[src/design/slb_pkg.sv]
// Package for the SQL lexer byte stream block: widths, token kinds, keyword table.
// No dependencies.
`timescale 1ns / 1ps
package slb_pkg;
    localparam int POSITION_BITS = 16;
    localparam int KEYWORD_CHARS = 10;
    localparam int KEYWORD_COUNT = 57;
    localparam int OUT_BITS = 16;
    localparam logic [POSITION_BITS-1:0] POS_MAX = '1;

    localparam logic [2:0] KIND_KEYWORD = 3'd0;
    localparam logic [2:0] KIND_IDENT = 3'd1;
    localparam logic [2:0] KIND_LITERAL = 3'd2;
    localparam logic [2:0] KIND_OPERATOR = 3'd3;
    localparam logic [2:0] KIND_PUNCT = 3'd4;
    localparam logic [2:0] KIND_EOF = 3'd5;

    typedef logic [KEYWORD_CHARS*8-1:0] t_word;

    typedef struct packed {
        logic [2:0]  token_kind;
        logic [15:0] token_start;
        logic [15:0] token_length;
        logic [5:0]  keyword_number;
        logic [7:0]  first_symbol;
        logic [7:0]  second_symbol;
        logic        last;
    } t_token;

    // A classified byte: up to two tokens, the first possibly a word to look up.
    typedef struct packed {
        logic   v0;
        logic   v0_word;
        t_word  word;
        logic   word_long;
        t_token t0;
        logic   v1;
        t_token t1;
    } t_pair;

    function automatic t_word kw_text(input int k);
        string s;
        t_word w;
        s = "";
        case (k)
            0: s = "SELECT";      1: s = "DISTINCT";  2: s = "FROM";     3: s = "WHERE";
            4: s = "GROUP";       5: s = "BY";        6: s = "ORDER";    7: s = "AND";
            8: s = "OR";          9: s = "NOT";       10: s = "IN";      11: s = "AS";
            12: s = "ASC";        13: s = "DESC";     14: s = "HAVING";  15: s = "JOIN";
            16: s = "LEFT";       17: s = "RIGHT";    18: s = "INNER";   19: s = "OUTER";
            20: s = "FULL";       21: s = "ON";       22: s = "LIMIT";   23: s = "OFFSET";
            24: s = "LIKE";       25: s = "ILIKE";    26: s = "UNION";   27: s = "INTERSECT";
            28: s = "EXCEPT";     29: s = "ALL";      30: s = "BETWEEN"; 31: s = "INSERT";
            32: s = "INTO";       33: s = "VALUES";   34: s = "UPDATE";  35: s = "SET";
            36: s = "DELETE";     37: s = "CREATE";   38: s = "TABLE";   39: s = "ALTER";
            40: s = "RENAME";     41: s = "COLUMN";   42: s = "ADD";     43: s = "DROP";
            44: s = "TO";         45: s = "CASE";     46: s = "WHEN";    47: s = "THEN";
            48: s = "ELSE";       49: s = "END";      50: s = "OVER";    51: s = "PARTITION";
            52: s = {"ROW", "_NUMBER"};   53: s = "RANK";
            54: s = {"DENSE", "_RANK"};   55: s = "LAG";
            56: s = "LEAD";
            default: s = "";
        endcase
        w = '0;
        for (int i = 0; i < KEYWORD_CHARS; i++) begin
            if (i < s.len()) w[i*8 +: 8] = s[i];
        end
        return w;
    endfunction

    function automatic logic [15:0] clamp16(input logic [POSITION_BITS:0] v);
        logic [15:0] r;
        r = (v > (POSITION_BITS+1)'(16'hFFFF)) ? 16'hFFFF : v[15:0];
        return r;
    endfunction
endpackage

[src/design/slb_queue.sv]
// Short queue of token pairs between the scanner and the emitter.
// Depends on slb_pkg.
`timescale 1ns / 1ps
module slb_queue (
    input  logic           i_clk,
    input  logic           i_rst_n,
    input  logic           i_push,
    input  slb_pkg::t_pair i_pair,
    output logic           o_room,
    output logic           o_valid,
    output slb_pkg::t_pair o_pair,
    input  logic           i_pop
);
    localparam int DEPTH = 4;
    slb_pkg::t_pair r_mem [DEPTH];
    logic [1:0] r_wp, r_rp;
    logic [2:0] r_cnt;

    // Room comes from the registered count alone, so ready does not depend on this cycle's pop.
    assign o_room = r_cnt < 3'(DEPTH);
    assign o_valid = r_cnt != 3'd0;
    assign o_pair = r_mem[r_rp];

    always_ff @(posedge i_clk) begin
        if (i_push) r_mem[r_wp] <= i_pair;
    end

    always_ff @(posedge i_clk) begin
        if (!i_rst_n) begin
            r_wp <= '0; r_rp <= '0; r_cnt <= '0;
        end else begin
            if (i_push) r_wp <= r_wp + 1'b1;
            if (i_pop) r_rp <= r_rp + 1'b1;
            r_cnt <= r_cnt + 3'(i_push) - 3'(i_pop);
        end
    end
endmodule

[config.mk]
export PLATFORM = sky130hd
export DESIGN_NAME = slb_queue
export DESIGN_NICKNAME = d
export VERILOG_FILES = /design/src/design/slb_pkg.sv /design/src/design/slb_queue.sv
export SDC_FILE = /design/constraint.sdc
export NUM_CORES = 1
export LEC_CHECK = 0
export BUFFER_PORTS_ARGS = -buffer_cell sky130_fd_sc_hd__buf_2
export CORE_MARGIN = 3
export CORE_UTILIZATION = 47
export DETAILED_ROUTE_END_ITERATION = 7
export PLACE_DENSITY = 0.71
export SLEW_MARGIN = 30
export SYNTH_ARGS = -nofsm -noshare
export SYNTH_HDL_FRONTEND = slang
export SYNTH_SLANG_ARGS = --single-unit
[constraint.sdc]
create_clock -name i_clk -period 6.5 [get_ports i_clk]
set_input_delay 1.3 -clock i_clk [delete_from_list [all_inputs] [get_ports i_clk]]
set_output_delay 1.3 -clock i_clk [all_outputs]
set_load 0.02 [all_outputs]
---- Yosys cells after proc, flatten, opt, wreduce, memory -nomap -nowiden ----
Memories as Yosys holds them, arrays and structs flattened. A register that Yosys moved wholly into a read port is not among the register bits.
Cells that the tools add are included.
word-level totals
  bits in registers ....................... 7
  RAM bits ................................ 800
  bits of input ports ..................... 204
  memories ................................ 1
memories
  name   words  width  read ports  clocked after memory_dff  wr ports  RTL line         text
  r_mem  4      200    1           1                         1         slb_queue.sv:15  slb_pkg::t_pair r_mem [DEPTH];
operators by class
  add/sub/neg operators ................... 4
  order comparisons ....................... 1
  muxes and demuxes ....................... 4
  reduce and logical (&&, ||, !) cells .... 1
operators by type and width
  operator               number
  $add A2 B1 Y2 const B  2
  $mux W2                2
  $add A3 B1 Y3          1
  $lt A3 B3 Y1 const B   1
  $reduce_bool A3 Y1     1
  $sub A3 B1 Y3          1
  $mux W1                2

---- Longest topological paths before layout ----
  depth after elaboration ................. 3
  gate-level depth with buffers ........... 8
  mapped depth without buffers ............ 8

---- Worst setup path after synthesis ----
OpenSTA, ideal clock, no wires.
  kind .................................... in2reg
  start point ............................. in i_push
  end point ............................... mem r_mem[0][0] (netlist name) (enable)
  setup time .............................. 0.584 ns
  arrival time ............................ 5.838 ns
  data required time ...................... 5.916 ns
  setup slack ............................. 0.078 ns
  stages .................................. 1
  buffers on the path ..................... 0
  cells stage by stage .................... and2_1
between the ends
  cells in the longest elaborated chain, start to end .. 2
RTL lines
  element                        RTL line         text
  from (decl)                    slb_queue.sv:7   input logic i_push,
  $mux W1                        slb_queue.sv:25  if (i_push) r_mem[r_wp] <= i_pair;
  $mux W1 (implied by the code)  slb_queue.sv:25
  to (decl)                      slb_queue.sv:15
Every way passes these cells.

==> out/metrics.cfg <==
[run_status]
status = complete, no violations

[yosys]
synth_cell_types = 18
synthXorXnorAreaFrac_pct = 0.137
synth_nets = 1297
synthMuxAreaShare_pct = 15.4
yosysSeqAreaShare_pct = 82.6
ys_top_cells_by_area = edfxtp_1 (82%), mux4_2 (15%), buf_6 (0.85%)
yosysTopAreaCell = edfxtp_1
synth_area_um2 = 29300
ys_ff_latch = 809
synth_top_family_by_area = multiplexers
synth_compound_area_share_pct = 0.0512
syn_area_per_cell_um2 = 27.0
synth_cells = 1086
synth-simple-area-share_pct = 0.230
synth_top_area_share_pct = 81.9
ys.warnings.count = 0
synth_fa_ha_area_share_pct = 0.324

[grt]
grt_first_pass_wirelength_mm = 86.7
track_usage_pct = 17.4
antenna_found_initial = 18
grt_pass1_vias = 13900
overflow = 0
grt_max_degree = 121

[route]
drc_errors = 0
drt_pass1_iterations = 5
routed-via-count = 13100
drt_wl_total_mm = 56.4
via_per_inst = 5.34
antenna_left = 0
drt_iter0_markers = 799
wire_per_inst_um = 23.0

[floorplan]
die_h_um = 256
die-area_um2 = 65400
rows = 90
pin_count = 406
start_util_pct = 48.0
fp.dieW_um = 256
core_um2 = 61000

[critical_path]
critPathKind = register to output port
cp-end-kind = output port
arrival_ns = 2.75
slowest_delay_ns = 0.74
cp-start-kind = register
critPathTopFamily = buffers and inverters
path_cells = buf_4 -> mux4_2 -> buf_2
slowest_stage = dfxtp_4
crit_buf_inv = 2
crit_fanout = 28
reg2reg_from = r_wp[0]$_SDFFE_PN0P_
cp.required_ns = 5.20

[clock_tree]
ctsHoldBuffers = 0
cts_sinks = 809
clk_latency_ns = 0.61
clk_pin_slew_worst_paths_ns = 0.06
cts.path.max_buffers = 3
cts_resized = 0
cts_tree = yes
htreeDepth = 3
cts-buffers-inserted = 80
post_cts_buffers = 0
root_buffer = clkbuf_16

[sta]
worst_slack_ns = 2.45
setup_viol = 0
tightest_slew_ns = 1.00
hold_ws_ns = 0.557
slew_headroom_pct = 33.3
finalMaxSlewViolations = 0
fin_crit_ns = 4.05
max_freq_mhz = 247
rsz0062_at_grt = false
setup-tns-final_ns = 0
fin_crit_sh_pct = 62.3
hold_violations = 0
fin_worst_skew_ns = 0.0222

[final_layout]
final_common_cell = edfxtp_1
final_cell_mix = edfxtp_1 (800), buf_2 (405), mux4_2 (200), clkbuf_16 (82), clkinv_2 (15)
syn_to_final_growth_pct = 19.2
layout.nets = 1755
drive_gt1_share_pct = 46.4

[flow_run]
maxCapViolCount = 0

[pwr]
irDropWorstVdd_uv = 281
p_per_area_nw_per_um2 = 339
leakagePower_nw = 11.6

[placed_design]
dp_slack_ns = 2.97
place_congestion = 0.729
dp_hpwl_mm = 33.7
portBuffers = 405

[hold_path]
worstHoldPathType = register to register
holdCritStartpoint = r_rp[0]$_SDFFE_PN0P_

-- flip-flops by register name, indices dropped and copies added (netlist names), named ones only --
| signal | cells |
|---|---|
| r_mem | 800 |
| r_rp | 2 |
| r_wp | 2 |
| r_cnt | 3 |
-- per-stage QoR --
stage / cell area [um2] / cells / power, mW / util [%]
6_report: 34900 / 2448 / 11.8 / 57.2
5_1_grt: 34900 / 2442 / 12.3 / 57.2
4_1_cts: 34900 / 2435 / 12.0 / 57.2
3_5_place_dp: 32200 / 2290 / 7.41 / 52.8
3_3_place_gp: 32200 / 2290 / 7.38 / 52.8
2_1_floorplan: 29300 / 1086 / 6.99 / -
-- worst paths after layout --
kind	endpoint	slack [ns]	depth (start not counted)
setup reg to reg	r_mem[2][182]$_DFFE_PP_	4.16	4
hold / removal	register	0.56	2
hold reg to reg	register	0.56	2
setup / recovery	o_pair[15]	2.45	3
-- cell families after synthesis --
kind of cell	Yosys count
buffers and inverters	51
xor gates and xnor gates	3
AOI/OAI and AO/OA	2
and+or+nand+nor	13
DFF	809
muxes	201
adders and majority gates	7
-- tightest hold or removal path: cells and delay by family, from the launching register on --
family             cells  cell delay, ns
AOI/OAI and AO/OA      1            0.08
DFF                    1            0.34
and+or+nand+nor        1            0.10
-- cell type report --
type / instances / area [um2]
multi-input cells: 226 / 4740
clock buffers: 95 / 2100
fillers: 4442 / 26100
diodes: 13 / 32.5
clock inverters: 50 / 553
flip-flops and latches: 809 / 24200
repair buffers: 420 / 2230
well taps: 828 / 1040
inverters: 7 / 26.3
-- routing by layer --
layer  GRT usage, %  vias to the layer above  wire, um
met5              0                        -        56
met4           5.43                       10      1490
met3           5.71                      113      4470
met2           28.1                      427     28400
met1           22.8                     6843     22000
li1               -                     5679         -
-- synthesized netlist by cell type --
| cell | number |
|---|---|
| or3_1 | 1 |
| edfxtp_1 | 800 |
| a21bo_2 | 1 |
| inv_1 | 7 |
| xnor3_1 | 1 |
| fa_1 | 1 |
| nor2_1 | 6 |
| xnor2_1 | 2 |
| ha_1 | 6 |
| a21oi_1 | 1 |
| clkbuf_1 | 2 |
| mux4_2 | 200 |
| and2_1 | 5 |
| dfxtp_1 | 9 |
| mux2i_1 | 1 |
| buf_6 | 22 |
| buf_2 | 20 |
| nand3b_1 | 1 |
-- power by group --
part	internal [mW]	switching, mW	total, mW
combinational	0.477	0.720	1.20
sequential	6.00	0.0689	6.07
clock	2.69	1.89	4.58
total	9.17	2.68	11.8
(Power assumes the default switching activity.)
