### src/design/slb_pkg.sv
// Package for the SQL lexer byte stream block: widths, token kinds, keyword table.
// No dependencies.
`timescale 1ns / 1ps
package slb_pkg;
    localparam int POSITION_BITS = 16;
    localparam int KEYWORD_CHARS = 10;
    localparam int KEYWORD_COUNT = 57;
    localparam int OUT_BITS = 16;
    localparam logic [POSITION_BITS-1:0] POS_MAX = '1;

    localparam logic [2:0] KIND_KEYWORD = 3'd0;
    localparam logic [2:0] KIND_IDENT = 3'd1;
    localparam logic [2:0] KIND_LITERAL = 3'd2;
    localparam logic [2:0] KIND_OPERATOR = 3'd3;
    localparam logic [2:0] KIND_PUNCT = 3'd4;
    localparam logic [2:0] KIND_EOF = 3'd5;

    typedef logic [KEYWORD_CHARS*8-1:0] t_word;

    typedef struct packed {
        logic [2:0]  token_kind;
        logic [15:0] token_start;
        logic [15:0] token_length;
        logic [5:0]  keyword_number;
        logic [7:0]  first_symbol;
        logic [7:0]  second_symbol;
        logic        last;
    } t_token;

    // A classified byte: up to two tokens, the first possibly a word to look up.
    typedef struct packed {
        logic   v0;
        logic   v0_word;
        t_word  word;
        logic   word_long;
        t_token t0;
        logic   v1;
        t_token t1;
    } t_pair;

    function automatic t_word kw_text(input int k);
        string s;
        t_word w;
        s = "";
        case (k)
            0: s = "SELECT";      1: s = "DISTINCT";  2: s = "FROM";     3: s = "WHERE";
            4: s = "GROUP";       5: s = "BY";        6: s = "ORDER";    7: s = "AND";
            8: s = "OR";          9: s = "NOT";       10: s = "IN";      11: s = "AS";
            12: s = "ASC";        13: s = "DESC";     14: s = "HAVING";  15: s = "JOIN";
            16: s = "LEFT";       17: s = "RIGHT";    18: s = "INNER";   19: s = "OUTER";
            20: s = "FULL";       21: s = "ON";       22: s = "LIMIT";   23: s = "OFFSET";
            24: s = "LIKE";       25: s = "ILIKE";    26: s = "UNION";   27: s = "INTERSECT";
            28: s = "EXCEPT";     29: s = "ALL";      30: s = "BETWEEN"; 31: s = "INSERT";
            32: s = "INTO";       33: s = "VALUES";   34: s = "UPDATE";  35: s = "SET";
            36: s = "DELETE";     37: s = "CREATE";   38: s = "TABLE";   39: s = "ALTER";
            40: s = "RENAME";     41: s = "COLUMN";   42: s = "ADD";     43: s = "DROP";
            44: s = "TO";         45: s = "CASE";     46: s = "WHEN";    47: s = "THEN";
            48: s = "ELSE";       49: s = "END";      50: s = "OVER";    51: s = "PARTITION";
            52: s = {"ROW", "_NUMBER"};   53: s = "RANK";
            54: s = {"DENSE", "_RANK"};   55: s = "LAG";
            56: s = "LEAD";
            default: s = "";
        endcase
        w = '0;
        for (int i = 0; i < KEYWORD_CHARS; i++) begin
            if (i < s.len()) w[i*8 +: 8] = s[i];
        end
        return w;
    endfunction

    function automatic logic [15:0] clamp16(input logic [POSITION_BITS:0] v);
        logic [15:0] r;
        r = (v > (POSITION_BITS+1)'(16'hFFFF)) ? 16'hFFFF : v[15:0];
        return r;
    endfunction
endpackage

### src/design/slb_front.sv
// Front end: scanner state machine, one byte per cycle while the queue has room, producing token pairs.
// Depends on slb_pkg.
`timescale 1ns / 1ps
module slb_front (
    input  logic                i_clk,
    input  logic                i_rst_n,
    input  logic                i_valid,
    input  logic [7:0]          i_byte,
    input  logic                i_end,
    output logic                o_ready,
    output logic                o_push,
    output slb_pkg::t_pair      o_pair,
    input  logic                i_room
);
    typedef enum logic [2:0] {
        MODE_IDLE, MODE_HELD, MODE_IDENT, MODE_NUMBER, MODE_STRING, MODE_LINE, MODE_BLOCK
    } t_mode;

    localparam int PB = slb_pkg::POSITION_BITS;
    localparam int KC = slb_pkg::KEYWORD_CHARS;

    t_mode r_mode, n_mode;
    logic r_dq, n_dq, r_star, n_star, r_long, n_long;
    logic [7:0] r_held, n_held;
    logic [PB-1:0] r_pos, n_pos, r_beg, n_beg;
    slb_pkg::t_word r_word, n_word;
    logic [$clog2(KC+1)-1:0] r_wlen, n_wlen;
    slb_pkg::t_pair pr;

    logic fire;
    assign o_ready = i_room;
    assign fire = i_valid && i_room;

    function automatic logic is_digit(input logic [7:0] c);
        return c >= "0" && c <= "9";
    endfunction
    function automatic logic is_alpha(input logic [7:0] c);
        return (c >= "A" && c <= "Z") || (c >= "a" && c <= "z");
    endfunction
    function automatic logic is_space(input logic [7:0] c);
        return c == " " || (c >= 8'd9 && c <= 8'd13);
    endfunction

    function automatic slb_pkg::t_token mk(input logic [2:0] k, input logic [PB-1:0] s,
                                           input logic [PB:0] l, input logic [7:0] a,
                                           input logic [7:0] b, input logic lst);
        slb_pkg::t_token t;
        t.token_kind = k;
        t.token_start = slb_pkg::clamp16({1'b0, s});
        t.token_length = slb_pkg::clamp16(l);
        t.keyword_number = '0;
        t.first_symbol = a;
        t.second_symbol = b;
        t.last = lst;
        return t;
    endfunction

    logic [PB:0] len_now;
    logic [7:0] cu;
    assign len_now = {1'b0, r_pos} - {1'b0, r_beg};
    assign cu = (i_byte >= "a" && i_byte <= "z") ? i_byte - 8'd32 : i_byte;

    always_comb begin
        logic fresh, em_word, em_held;
        n_mode = r_mode; n_dq = r_dq; n_star = r_star; n_long = r_long;
        n_held = r_held; n_pos = r_pos; n_beg = r_beg; n_word = r_word; n_wlen = r_wlen;
        pr = '0;
        fresh = 1'b0;
        em_word = 1'b0;
        em_held = 1'b0;
        if (i_end || i_byte == 8'd0) begin
            if (r_mode == MODE_IDENT) em_word = 1'b1;
            else if (r_mode == MODE_NUMBER) begin
                pr.v0 = 1'b1;
                pr.t0 = mk(slb_pkg::KIND_LITERAL, r_beg, len_now, 8'd0, 8'd0, 1'b0);
            end else if (r_mode == MODE_HELD && r_held != "!") begin
                pr.v0 = 1'b1;
                pr.t0 = mk(slb_pkg::KIND_OPERATOR, r_beg, (PB+1)'(1), r_held, 8'd0, 1'b0);
            end
            pr.v1 = 1'b1;
            pr.t1 = mk(slb_pkg::KIND_EOF, r_pos, '0, 8'd0, 8'd0, 1'b1);
            n_mode = MODE_IDLE; n_dq = 1'b0; n_star = 1'b0; n_long = 1'b0;
            n_held = '0; n_pos = '0; n_beg = '0; n_word = '0; n_wlen = '0;
        end else begin
            case (r_mode)
                MODE_IDENT: begin
                    if (is_alpha(i_byte) || is_digit(i_byte) || i_byte == "_") begin
                        if (r_wlen < ($bits(r_wlen))'(KC)) begin
                            n_word[r_wlen*8 +: 8] = cu;
                            n_wlen = r_wlen + 1'b1;
                        end else n_long = 1'b1;
                    end else begin
                        em_word = 1'b1;
                        fresh = 1'b1;
                    end
                end
                MODE_NUMBER: begin
                    if (!(is_digit(i_byte) || i_byte == ".")) begin
                        pr.v0 = 1'b1;
                        pr.t0 = mk(slb_pkg::KIND_LITERAL, r_beg, len_now, 8'd0, 8'd0, 1'b0);
                        fresh = 1'b1;
                    end
                end
                MODE_STRING: begin
                    if (i_byte == (r_dq ? 8'h22 : 8'h27)) begin
                        pr.v0 = 1'b1;
                        pr.t0 = mk(slb_pkg::KIND_LITERAL, r_beg,
                                   (r_pos >= r_beg) ? len_now : '0, 8'd0, 8'd0, 1'b0);
                        n_mode = MODE_IDLE;
                    end
                end
                MODE_LINE: if (i_byte == 8'h0A || i_byte == 8'h0D) n_mode = MODE_IDLE;
                MODE_BLOCK: begin
                    if (r_star && i_byte == "/") begin
                        n_mode = MODE_IDLE;
                        n_star = 1'b0;
                    end else n_star = (i_byte == "*");
                end
                MODE_HELD: begin
                    n_held = '0;
                    if ((i_byte == "=" && (r_held == ">" || r_held == "<" || r_held == "!"))
                        || (r_held == "<" && i_byte == ">")) begin
                        pr.v0 = 1'b1;
                        pr.t0 = mk(slb_pkg::KIND_OPERATOR, r_beg, (PB+1)'(2), r_held, i_byte,
                                   1'b0);
                        n_mode = MODE_IDLE;
                    end else if (r_held == "-" && i_byte == "-") n_mode = MODE_LINE;
                    else if (r_held == "/" && i_byte == "*") begin
                        n_mode = MODE_BLOCK;
                        n_star = 1'b0;
                    end else begin
                        em_held = (r_held != "!");
                        fresh = 1'b1;
                    end
                end
                default: fresh = 1'b1;
            endcase
            if (em_held) begin
                pr.v0 = 1'b1;
                pr.t0 = mk(slb_pkg::KIND_OPERATOR, r_beg, (PB+1)'(1), r_held, 8'd0, 1'b0);
            end
            if (fresh) begin
                n_mode = MODE_IDLE;
                if (i_byte == 8'h27 || i_byte == 8'h22) begin
                    n_mode = MODE_STRING;
                    n_dq = (i_byte == 8'h22);
                    n_beg = (r_pos < slb_pkg::POS_MAX) ? r_pos + 1'b1 : slb_pkg::POS_MAX;
                end else if (is_digit(i_byte)) begin
                    n_mode = MODE_NUMBER;
                    n_beg = r_pos;
                end else if (is_alpha(i_byte) || i_byte == "_") begin
                    n_mode = MODE_IDENT;
                    n_word = '0;
                    n_word[7:0] = cu;
                    n_wlen = ($bits(n_wlen))'(1);
                    n_long = 1'b0;
                    n_beg = r_pos;
                end else if (i_byte == "-" || i_byte == "/" || i_byte == "<" || i_byte == ">"
                             || i_byte == "!") begin
                    n_mode = MODE_HELD;
                    n_held = i_byte;
                    n_beg = r_pos;
                end else if (i_byte == "=" || i_byte == "+" || i_byte == "*" || i_byte == "%"
                             || i_byte == "&" || i_byte == "|" || i_byte == "^") begin
                    pr.v1 = 1'b1;
                    pr.t1 = mk(slb_pkg::KIND_OPERATOR, r_pos, (PB+1)'(1), i_byte, 8'd0, 1'b0);
                end else if (i_byte == "(" || i_byte == ")" || i_byte == "," || i_byte == ";"
                             || i_byte == ".") begin
                    pr.v1 = 1'b1;
                    pr.t1 = mk(slb_pkg::KIND_PUNCT, r_pos, (PB+1)'(1), i_byte, 8'd0, 1'b0);
                end
            end
            if (r_pos < slb_pkg::POS_MAX) n_pos = r_pos + 1'b1;
        end
        if (em_word) begin
            pr.v0 = 1'b1;
            pr.v0_word = 1'b1;
            pr.word = r_word;
            pr.word_long = r_long;
            pr.t0 = mk(slb_pkg::KIND_IDENT, r_beg, len_now, 8'd0, 8'd0, 1'b0);
        end
    end

    assign o_push = fire && (pr.v0 || pr.v1);
    assign o_pair = pr;

    always_ff @(posedge i_clk) begin
        if (!i_rst_n) begin
            r_mode <= MODE_IDLE; r_dq <= 1'b0; r_star <= 1'b0; r_long <= 1'b0;
            r_held <= '0; r_pos <= '0; r_beg <= '0; r_word <= '0; r_wlen <= '0;
        end else if (fire) begin
            r_mode <= n_mode; r_dq <= n_dq; r_star <= n_star; r_long <= n_long;
            r_held <= n_held; r_pos <= n_pos; r_beg <= n_beg; r_word <= n_word;
            r_wlen <= n_wlen;
        end
    end
endmodule

### config.mk
export PLATFORM = sky130hd
export DESIGN_NAME = slb_front
export DESIGN_NICKNAME = d
export VERILOG_FILES = /design/src/design/slb_pkg.sv /design/src/design/slb_front.sv
export SDC_FILE = /design/constraint.sdc
export NUM_CORES = 1
export LEC_CHECK = 0
export BUFFER_PORTS_ARGS = -buffer_cell sky130_fd_sc_hd__buf_2
export CORE_UTILIZATION = 38
export CTS_BUF_LIST = sky130_fd_sc_hd__clkbuf_8
export CTS_CLUSTER_SIZE = 16
export DETAILED_ROUTE_END_ITERATION = 16
export GPL_TIMING_DRIVEN = 0
export PLACE_DENSITY = 0.62
export SYNTH_ARGS = -nofsm -noshare
export SYNTH_HDL_FRONTEND = slang
export SYNTH_SLANG_ARGS = --single-unit
### constraint.sdc
create_clock -name i_clk -period 2.7 [get_ports i_clk]
set_input_delay 0.27 -clock i_clk [delete_from_list [all_inputs] [get_ports i_clk]]
set_output_delay 0.27 -clock i_clk [all_outputs]
set_load 0.03 [all_outputs]
* After elaboration in Yosys (flattened, before gate mapping)
Cells that the tools add are included.
** Operators by class
- Add/sub/neg operators :: 5
- Eq/ne operators :: 42
- Shift operators :: 2
- Magnitude comparators :: 11
- Multiplexer cells :: 108
- Reduce and logical (&&, ||, !) cells :: 50
** Operator list (count)
- $mux 80 :: 8
- $mux 59 :: 7
- $mux 57 :: 6
- $eq 8x6->1 const B :: 22
- $mux 16 :: 11
- $pmux 57 s3 :: 1
- $mux 141 :: 1
- $mux 117 :: 1
- $bwmux 80 :: 1
- $shift 8x34->80 const A :: 1
- $shiftx 8x34->80 :: 1
- $mux 8 :: 8
- $mux 58 :: 1
- $mux 1 :: 38
- $gt 17x16->1 const B :: 2
- $neg 7->34 :: 1
- $mux 4 :: 8
- $mux 3 :: 10
- $logic_or 1x1->1 :: 26
- $eq 8x7->1 const B :: 3
- $mux 17 :: 1
- $sub 16x16->17 :: 1
- $add 16x1->16 const B :: 1
- $eq 8x4->1 const B :: 2
- other kinds (34) :: 56
** Word-level totals
- Logic and storage cells :: 227
- Register bits :: 130
- Bits of input ports :: 13
- Output and inout port bits :: 202

* Logic depth before layout (Yosys ltp)
Gate-level depths: netlist (run 1).
- Depth in word-level cells :: 17
- Gate-level depth with buffers :: 12
- Gate-level depth less buffers :: 11

* Least setup slack after synthesis (run 1)
Ideal clock, no wire load.
- Path kind :: input-to-output
- From :: input i_byte[0]
- To :: output o_pair[105] (netlist name)
- Required time :: 2.430 ns
- Setup slack :: -0.670 ns
- Buffers on the path :: 3
- Data arrival time :: 3.100 ns
- Stages on the path :: 11
- Path through :: clkbuf_1 -> nor2b_1 -> o2111ai_1 -> a211oi_2 -> and3_1 -> clkbuf_1 -> a21oi_1 -> o21ai_0 -> nor2_2 -> buf_2 -> nor2_1
** RTL lines
- start: declaration :: line slb_front.sv:8 : input logic [7:0] i_byte,
- end: declaration :: line slb_front.sv:12 : output slb_pkg::t_pair o_pair,

==> run metrics, run 1 <==
Final Max Slew Viols=0; # IOs=215; H-tree Lvls=4; floorplan row count=53; RSZ-0062 raised after global routing=yes; GR Layer Usage met1=36.1%; M2 GR Usage=45.6%; most frequent cells in the layout=buf_6 (155), buf_4 (113), dfxtp_1 (100); Setup crit end kind=output pin; Sinks on Clock Net=130; vias in the first global route=8,647; slowest stage delay, CP=0.42 ns; Die Height=150 um; root buffer cell=clkbuf_8; drt total wl=32.3 mm; TritonCTS clock tree=done; routability congestion estimate=0.931; DRC=0; ANT nets after route=0; max-cap viol count=0; Max Root-Sink Buffers=2; ys async rst share=0%; Skew-Pair Late Insertion Delay=0.47 ns; pwr/cell area=320 nW/um^2; Initial Utilization=39.2%; first-pass GRT wire length=47.5 mm; initial antenna violation count=0; failing checks=negative setup slack; leakage dissipation=5.56 nW; Pre-antenna DRT Iters=5; die width=150 um; Cell Chain, Critical Path=ha_4 -> or2_2 -> o31a_1 -> o41ai_2 -> o22ai_2 -> o41ai_4 -> o211ai_1 -> a21o_1 -> a211oi_4 -> buf_6; commonest non-fill, non-tap cell in the layout=buf_6; setup slack after layout=-0.621 ns; startpoint types=register; Slew Limit Headroom=26.9%; post-layout minimum cycle time=3.32 ns; Clock Skew=0.0163 ns; TritonCTS Buffers=17; Die ar.=22,500 sq um; sequential area share after synthesis=31.3%; Cells after Synth=1,033; GRT Max-Usage Layer=met2; post-DP HPWL=20.7 mm; vias per std cell=5.66; critical path class=register to output pin; ANT cells=0; design area=13,700 sq um; GRT Total Usage=27.4%; status=finished with violations; met3 Use GR=5.06%; I/O Buffers=172; Hold WC Path Type=input port to register; r2r setup slk=-0.03 ns; YS warnings=0; Layout Nets=1,396; slowest cell on the critical path=o41ai_4; dpl cell area=9990 sq um; Layout area overhead=65.1%; Starting DRT DRC Count=600; synthesized area=8320 sq um; Std-Cell Core Area=21,200 sq um; Vias=9,325; Post-Syn Area per Cell=8.06 sq um; Tcrit/Tclk final=123%; largest net degree at the start of global routing=17; Seq cells post-synth=130; Main synth FF type=dfxtp_1; Worst EP arrival=3.05 ns; Clock Pin Slew Worst Setup and Hold Paths=0.10 ns; Hold Vio Cnt, Final=0; Synth cell types=82; layout filler cell count=1,686; data required time of the worst path=2.43 ns; Post-synth EDFFs=0; Final setup viols=109; VDD IR max=273 uV; Peak Freq=301 MHz; GRT Residual Overflow=0; fin util=64.8%; Slew @ Worst Pin=1.10 ns; CP max FO=9; share of cells above drive strength 1=49.3%; Avg WL per Cell=19.6 um
-- synth_stat cells (4+ instances only) --
library cell | instances | area share [%]
o21ai_2 | 4 | 0.42
nor4_1 | 6 | 0.45
o2bb2ai_1 | 41 | 4.3
a22o_1 | 53 | 5.6
buf_4 | 43 | 3.9
nor3_1 | 30 | 1.8
o21a_1 | 7 | 0.63
nor2_1 | 74 | 3.3
and2_1 | 119 | 8.9
buf_2 | 7 | 0.42
o31ai_1 | 4 | 0.36
nand2b_1 | 9 | 0.68
inv_1 | 38 | 1.7
xor2_1 | 6 | 0.63
a31oi_1 | 12 | 0.90
ha_1 | 23 | 3.5
or2_2 | 6 | 0.45
a21oi_1 | 56 | 3.4
dfxtp_1 | 130 | 31
a22oi_2 | 4 | 0.60
a21boi_0 | 7 | 0.63
o221ai_1 | 6 | 0.63
nand3_1 | 24 | 1.4
nand2_1 | 64 | 2.9
clkbuf_1 | 44 | 2.0
o211ai_1 | 6 | 0.54
nor3b_1 | 7 | 0.63
nor2b_1 | 20 | 1.5
nand4_1 | 12 | 0.90
a22oi_1 | 6 | 0.54
xnor2_1 | 6 | 0.63
and3_1 | 26 | 2.0
a21o_1 | 8 | 0.72
or3_1 | 5 | 0.38
nand4b_1 | 4 | 0.42
o21ai_0 | 42 | 2.5
-- what timing repair did --
action | 4_1_cts | 5_1_grt
resized for setup | 442 | 264
cloned | 8 | 2
pin swaps | 72 | 88
hold buffers | 0 | 0
buffers inserted | 58 | 44
setup endpoints to repair | 285 | 276
-- report_power, final --
group / total [mW] / internal (mW) / switching [mW]
Sequential: 1.92 / 1.91 / 0.00443
Combinational: 0.674 / 0.263 / 0.411
Clock: 1.81 / 0.792 / 1.02
-- cells by family after synthesis --
logic type / count (synthesis) / synth area share [%]
flip-flops: 130 / 31.3
AO/OA/AOI/OAI: 303 / 27.3
other: 1 / 0.0451
AND/OR/NAND/NOR: 423 / 27.9
adder cells (fa/ha/maj): 24 / 3.70
multiplexers: 3 / 0.361
buffers and inverters: 137 / 8.22
XOR/XNOR: 12 / 1.26
-- routing by layer --
metal	wire length [um]	share of wire [%]
met1	13600	42
met2	15700	49
met3	2190	6.8
met4	701	2.2
met5	0	0
-- final cells by class --
type | count | area (sq um) | area share [%]
Buffer | 91 | 721 | 5.24
Inverter | 40 | 168 | 1.22
Timing Repair Buffer | 273 | 2780 | 20.3
Sequential cell | 130 | 2660 | 19.4
Multi-Input combinational cell | 806 | 6650 | 48.4
Clock inverter | 15 | 181 | 1.32
Clock buffer | 17 | 234 | 1.70
Tap cell | 275 | 344 | 2.50
-- state kept, by name, summed over array words and instances, names as in the netlist --
name,flops
r_pos,16
r_mode,3
r_held,8
r_long,1
r_dq,1
r_word,80
r_beg,16
r_star,1
r_wlen,4
-- path summary, 6_finish.rpt --
kind / cells past startpoint / to / startpoint
worst min-delay path: 4 / r_pos[13] / i_valid
worst max register to register: 14 / r_beg[10] / r_held[0]
worst min register to register: 1 / r_word[27] / r_word[27]
worst max-delay path: 10 / o_pair[97] / r_pos[5]
-- worst max-delay path: cells and delay by family (launching register included) --
kind                     cells  cell delay, ns
adder cells (fa/ha/maj)      1            0.27
AO/OA/AOI/OAI                7            1.44
flip-flops                   1            0.39
buffers and inverters        1            0.17
AND/OR/NAND/NOR              1            0.32
-- through the flow --
| stage | worst slack (ns) | TNS, ns | std cells | hold WS [ns] | total power [mW] |
|---|---|---|---|---|---|
| floorplan | -0.0369 | -0.434 | 1072 | 0.424 | 2.32 |
| global placement | -0.818 | -138.58 | 1519 | 0.437 | 2.43 |
| detailed placement | -0.797 | -143.88 | 1519 | 0.439 | 2.43 |
| CTS | -0.700 | -24.93 | 1614 | 0.316 | 4.30 |
| global route | -0.753 | -38.75 | 1647 | 0.319 | 4.53 |
| finish | -0.621 | -25.21 | 1647 | 0.292 | 4.40 |
Note: power is estimated with default switching activity, not from simulation.
==> inputs of run 2 (changes only) <==
Settings changed: PLACE_DENSITY 0.62 to 0.73.
==> run 2 against run 1 <==
  * The run still ends with negative setup slack left
  * Highest routed layer unchanged
  * Flip-flop and latch count unchanged
  * Clock skew up 0.0042 ns
  * Fmax up 0.82%
  * Via count up 7.3%
  * Non-clock buffer count up 3
  * Sequential share of layout area down 0.15 points
  * Largest cell class unchanged
  * Sequential power about the same
  * Combinational power about the same
  * Global-route usage up 0.17 points
  * Critical path type unchanged
  * Register-to-register slack worse by 0.13 ns
==> run metrics, run 2 (synthesized netlist as in run 1, its figures left out) <==
r2r setup slk=-0.16 ns; Cell Chain, Critical Path=inv_4 -> ha_4 -> o21ai_1 -> a21oi_2 -> o41ai_2 -> o22ai_2 -> o41ai_4 -> o211ai_1 -> nor4b_2 -> a211oi_4 -> buf_6; Sinks on Clock Net=130; placed cell count=1,519; Max Root-Sink Buffers=2; VDD IR max=303 uV; die width=150 um; Hold Path Sink=r_word[4]; floorplan row count=53; Crit path max-delay family=compound AO/OA/AOI/OAI gates; slowest cell on the critical path=nor4b_2; CP Buf/Inv Count=2; design area=13,800 sq um; Tcrit/Tclk final=122%; status=finished with violations; first-pass GRT wire length=47.9 mm; Worst EP arrival=3.02 ns; root buffer cell=clkbuf_8; TritonCTS clock tree=done; Clock Pin Slew Worst Setup and Hold Paths=0.10 ns; total power draw=4.35 mW; GRT Residual Overflow=0; leakage dissipation=5.60 nW; Peak Freq=304 MHz; CP max FO=5; TritonCTS Buffers=17; Layout area overhead=65.9%; Die Height=150 um; Avg WL per Cell=21.7 um; reg-to-reg critical path startpoint=r_held[3]; max FFs per register=80; Hold Vio Cnt, Final=0; fin util=65.1%; Hold WC Path Type=input port to register; # IOs=215; commonest non-fill, non-tap cell in the layout=buf_6; post-DP HPWL=20.6 mm; max-cap viol count=0; Biggest register=r_word; layout filler cell count=1,544; Starting DRT DRC Count=1,563; Slew Limit Headroom=31.5%; ANT nets after route=0; share of cells above drive strength 1=50.1%; Worst Hold Launch=i_byte[4]; Slew @ Worst Pin=1.02 ns; Skew-Pair Late Insertion Delay=0.49 ns; Initial Utilization=39.2%; Final setup viols=169; pwr/cell area=315 nW/um^2; # hold bufs at CTS=0; I/O Buffers=172; routability congestion estimate=0.938; biggest regs=r_word: 80 flops, r_beg: 16 flops, r_pos: 16 flops; Clock power frac=40.6%; critical path class=register to output pin; failing checks=negative setup slack; initial antenna violation count=1; drt total wl=35.8 mm; data required time of the worst path=2.43 ns; Pre-antenna DRT Iters=8; Clock Skew=0.0205 ns; Comb pwr share=15.4%; most frequent cells in the layout=buf_6 (171), buf_4 (112), dfxtp_1 (104); Final Max Slew Viols=0; RSZ-0062 raised after global routing=yes; startpoint types=register; DRC=0; H-tree Lvls=4; Std-Cell Core Area=21,200 sq um; setup slack after layout=-0.594 ns; vias per std cell=6.06; Die ar.=22,500 sq um; register share of total power=44.0%; Int Pwr=2.87 mW; sw frac=34.1%; vias in the first global route=8,600; Layout Nets=1,399; ANT cells=0; slowest stage delay, CP=0.41 ns; final std cells w/o fill=1,650; post-layout minimum cycle time=3.29 ns; hold depth=3; Switching Power=1.48 mW; Setup crit end kind=output pin; dpl cell area=9990 sq um; FF-to-FF path depth=10; Setup TNS=-38.54 ns; Vias=10,000; reg2reg end=r_mode[0]; GRT Total Usage=27.5%; largest net degree at the start of global routing=18
==> run 2: cell types whose count changed in the layout (fill, tap and decap cells not counted), sizes merged <==
cell	change
clkinv	+3
clkbuf	+2
inv	-2
buf	+1
bufinv	-1
==> run 2: worst max-delay path by stage <==
stage | to | from | slack, ns | depth (start not counted)
global route | o_pair[97] | r_beg[2] | -0.66 | 11
finish | o_pair[97] | r_beg[2] | -0.59 | 11
CTS | o_pair[97] | r_beg[3] | -0.60 | 11
global placement | o_pair[54] | r_held[5] | -0.88 | 11
floorplan | o_pair[84] | i_byte[4] | -0.04 | 9
detailed placement | o_pair[54] | r_held[5] | -0.91 | 11
==> run 2: final cells by class <==
cell class | count | area (sq um) | area share (%)
multi-input combinational | 806 | 6550 | 47.4
buffer | 91 | 733 | 5.31
tap | 275 | 344 | 2.49
sequential | 130 | 2650 | 19.2
timing repair buffer | 276 | 2950 | 21.3
inverter | 40 | 168 | 1.21
clock inverter | 15 | 183 | 1.32
clock buffer | 17 | 234 | 1.69
==> run 2: worst reg2reg max path: stages (launching register included) <==
cell,delay (ns)
dfxtp_1,0.45
and2_1,0.20
o2111ai_2,0.16
a211oi_4,0.31
buf_4,0.17
buf_6,0.10
nor4_4,0.05
buf_4,0.14
a21o_4,0.23
o31ai_1,0.59
o21ai_0,0.29
==> run 2: timing repair <==
item,CTS,global route
gates cloned,8,5
gates resized for setup,494,238
setup endpoints to repair,289,282
setup buffers,63,36
endpoints found under the hold margin,0,0
pin swaps,64,92
==> run 2: metrics by stage <==
stage / hold WS (ns) / setup WS, ns
2_1_floorplan: 0.424 / -0.0369
3_3_place_gp: 0.437 / -0.882
3_5_place_dp: 0.439 / -0.913
4_1_cts: 0.336 / -0.595
5_1_grt: 0.318 / -0.660
6_report: 0.316 / -0.594
==> run 2: power by group through the flow <==
stage          sequential (mW)  clock [mW]  combinational, mW
3_3_place_gp              1.97           0              0.460
6_report                  1.92        1.77              0.671
5_1_grt                   1.92        1.82              0.695
2_1_floorplan             1.97           0              0.354
3_5_place_dp              1.97           0              0.465
4_1_cts                   1.92        1.72              0.585
==> run 2: per-layer routing <==
metal	global-route usage [%]	vias up	wire length (um)
li1	-	4358	-
met1	37.1	4661	13800
met2	41.5	806	16100
met3	6.89	180	4180
met4	11.6	0	1780
met5	0	-	0
==> inputs of run 3 (changes only) <==
Settings changed: ABC_AREA from default to 1, PLACE_DENSITY 0.73 to 0.71.
==> run 3 against run 2 <==
  * The run still ends with negative setup slack left
  * Clock power shrank 14%
  * Die area grew 20%
  * Setup slack gained 0.27 ns
  * Cell count grew 39%
  * Count of clock-buffer cells in the layout grew 3
  * Sequential power grew 2%
  * Critical endpoint is now o_pair[96]
  * Largest cell class unchanged
  * Highest routed layer unchanged
==> run metrics, run 3 <==
status=finished with violations; failing checks=negative setup slack; max-cap viol count=0; routability congestion estimate=0.974; total power draw=4.78 mW; share of cells above drive strength 1=32.3%; Final setup viols=35; max FFs per register=80; Avg WL per Cell=16.3 um; Clock Skew=0.0114 ns; startpoint types=register; Comb pwr share=27.3%; cell mode on critical path=o21ai_1; slowest stage delay, CP=0.38 ns; post-DP HPWL=26.3 mm; most frequent cells in the layout=nand2_1 (341), inv_1 (192), nor2_1 (189); TritonCTS Buffers=17; commonest non-fill, non-tap cell in the layout=nand2_1; fin util=54.2%; Clock Pin Slew Worst Setup and Hold Paths=0.07 ns; synthesized area=9980 sq um; Layout area overhead=38.2%; Cell Chain, Critical Path=inv_4 -> ha_4 -> fa_2 -> o21ai_1 -> o21ai_1 -> inv_1 -> nand2_1 -> o211ai_1 -> buf_4 -> a31oi_4 -> o21bai_1 -> xnor2_1 -> a21oi_2 -> buf_6; Die ar.=26,900 sq um; Starting DRT DRC Count=1,082; CP max FO=2; VDD IR max=274 uV; post-synth top area cell=dfxtp_1; Sinks on Clock Net=130; TritonCTS clock tree=done; area share of the largest cell type after synthesis=26.1%; H-tree Lvls=4; Tcrit/Tclk final=112%; slowest cell on the critical path=dfxtp_4; Skew-Pair Late Insertion Delay=0.45 ns; vias in the first global route=10,400; placed cell count=2,186; Clock power frac=31.8%; Post-synth EDFFs=0; ANT cells=0; RSZ-0062 raised after global routing=yes; # IOs=215; Std-Cell Core Area=25,500 sq um; Biggest register=r_word; floorplan row count=58; commonest cells in the netlist=nand2_1 (357), nor2_1 (246), inv_1 (217); Layout Nets=1,996; ys async rst share=0%; first-pass GRT wire length=54.0 mm; Seq cells post-synth=130; Int Pwr=3.10 mW; drt total wl=37.4 mm; largest net degree at the start of global routing=17; Post-Syn Area per Cell=6.06 sq um; sequential area share after synthesis=26.1%; Final Max Slew Viols=0; register share of total power=40.9%; pwr/cell area=346 nW/um^2; Hold Vio Cnt, Final=0; Switching Power=1.67 mW; DRC=0; Setup TNS=-6.10 ns; Hold WC Path Type=input port to register; YS warnings=0; Vias=11,900; Setup crit end kind=output pin; Synth cell types=55; Cells after Synth=1,647; dpl cell area=11,400 sq um; setup slack after layout=-0.327 ns; I/O Buffers=170; initial antenna violation count=0; Pre-antenna DRT Iters=5; GRT Residual Overflow=0; leakage dissipation=5.83 nW; ranking of synthesized cells by area=dfxtp_1 (26%), nand2_1 (13%), nor2_1 (9.2%), a21oi_1 (8.8%), inv_1 (8.2%); Initial Utilization=39.2%; Max Root-Sink Buffers=2; Main synth FF type=dfxtp_1; Die Height=164 um; die width=164 um; GRT Total Usage=25.7%; Worst EP arrival=2.76 ns; final std cells w/o fill=2,300; root buffer cell=clkbuf_8; biggest regs=r_word: 80 flops, r_beg: 16 flops, r_pos: 16 flops; Slew @ Worst Pin=0.734 ns; most frequent cell after synthesis=nand2_1; Peak Freq=330 MHz; design area=13,800 sq um; Slew Limit Headroom=51.1%; ANT nets after route=0; post-layout minimum cycle time=3.03 ns; vias per std cell=5.19; sw frac=35.1%; data required time of the worst path=2.43 ns; critical path class=register to output pin
run 3: kinds of logic after synthesis:
kind of cell    share of synthesized area [%]
compound gates                           18.8
xor+xnor                                 2.02
fa+ha+maj                                3.08
buf+inv                                  16.5
flops                                    26.1
other cells                            0.0376
simple gates                             33.5
run 3: worst paths after layout:
path | start | end | slack [ns] | cells after the start
worst max-delay path | r_pos[0] | o_pair[96] | -0.33 | 14
worst max register to register | r_wlen[0] | r_word[20] | 0.15 | 13
worst min-delay path | i_rst_n | r_dq | 0.16 | 3
worst min register to register | r_word[21] | r_word[21] | 0.47 | 2
run 3: power by group through the flow:
stage	clock network (mW)	logic (mW)	registers [mW]
detailed placement	0	0.911	2.00
finish	1.52	1.30	1.96
global route	1.60	1.39	1.96
floorplan	0	0.691	2.00
global placement	0	0.905	2.00
CTS	1.52	1.10	1.95
run 3: per-stage QoR:
stage / hold WS (ns) / worst slack, ns
6_report: 0.158 / -0.327
5_1_grt: 0.169 / -0.419
4_1_cts: 0.137 / -0.268
3_5_place_dp: 0.458 / -0.654
3_3_place_gp: 0.449 / -0.664
2_1_floorplan: 0.408 / -0.0221
run 3: layer usage:
metal / vias up / GRT usage, % / routed length [um]
li1: 5827 / - / -
met1: 5463 / 33.4 / 15600
met2: 541 / 43.1 / 17600
met3: 99 / 2.88 / 2730
met4: 0 / 10.7 / 1530
met5: - / 0 / 0
run 3: cell type report:
class,count,area [sq um]
clock inverters,10,62.6
multi-input cells,1197,6720
flip-flops and latches,130,2640
clock buffers,20,275
repair buffers,255,1910
plain buffers,119,845
fillers,2423,11700
well taps,330,413
inverters,239,928
run 3: critical path: cells and delay by family (launching register included):
kind	cells	cell delay, ns
buffers and inverters	4	0.44
AO/OA/AOI/OAI	6	0.83
adder cells (fa/ha/maj)	2	0.49
flip-flops	1	0.38
XOR/XNOR	1	0.10
AND/OR/NAND/NOR	1	0.05
run 3: timing repair:
action                     CTS  global route
hold endpoints to repair     0             0
buffers inserted            35            46
hold buffers                 0             0
pin swaps                   28            51
resized for setup          182           299
gates cloned                 3             2
setup endpoints to repair  233           237
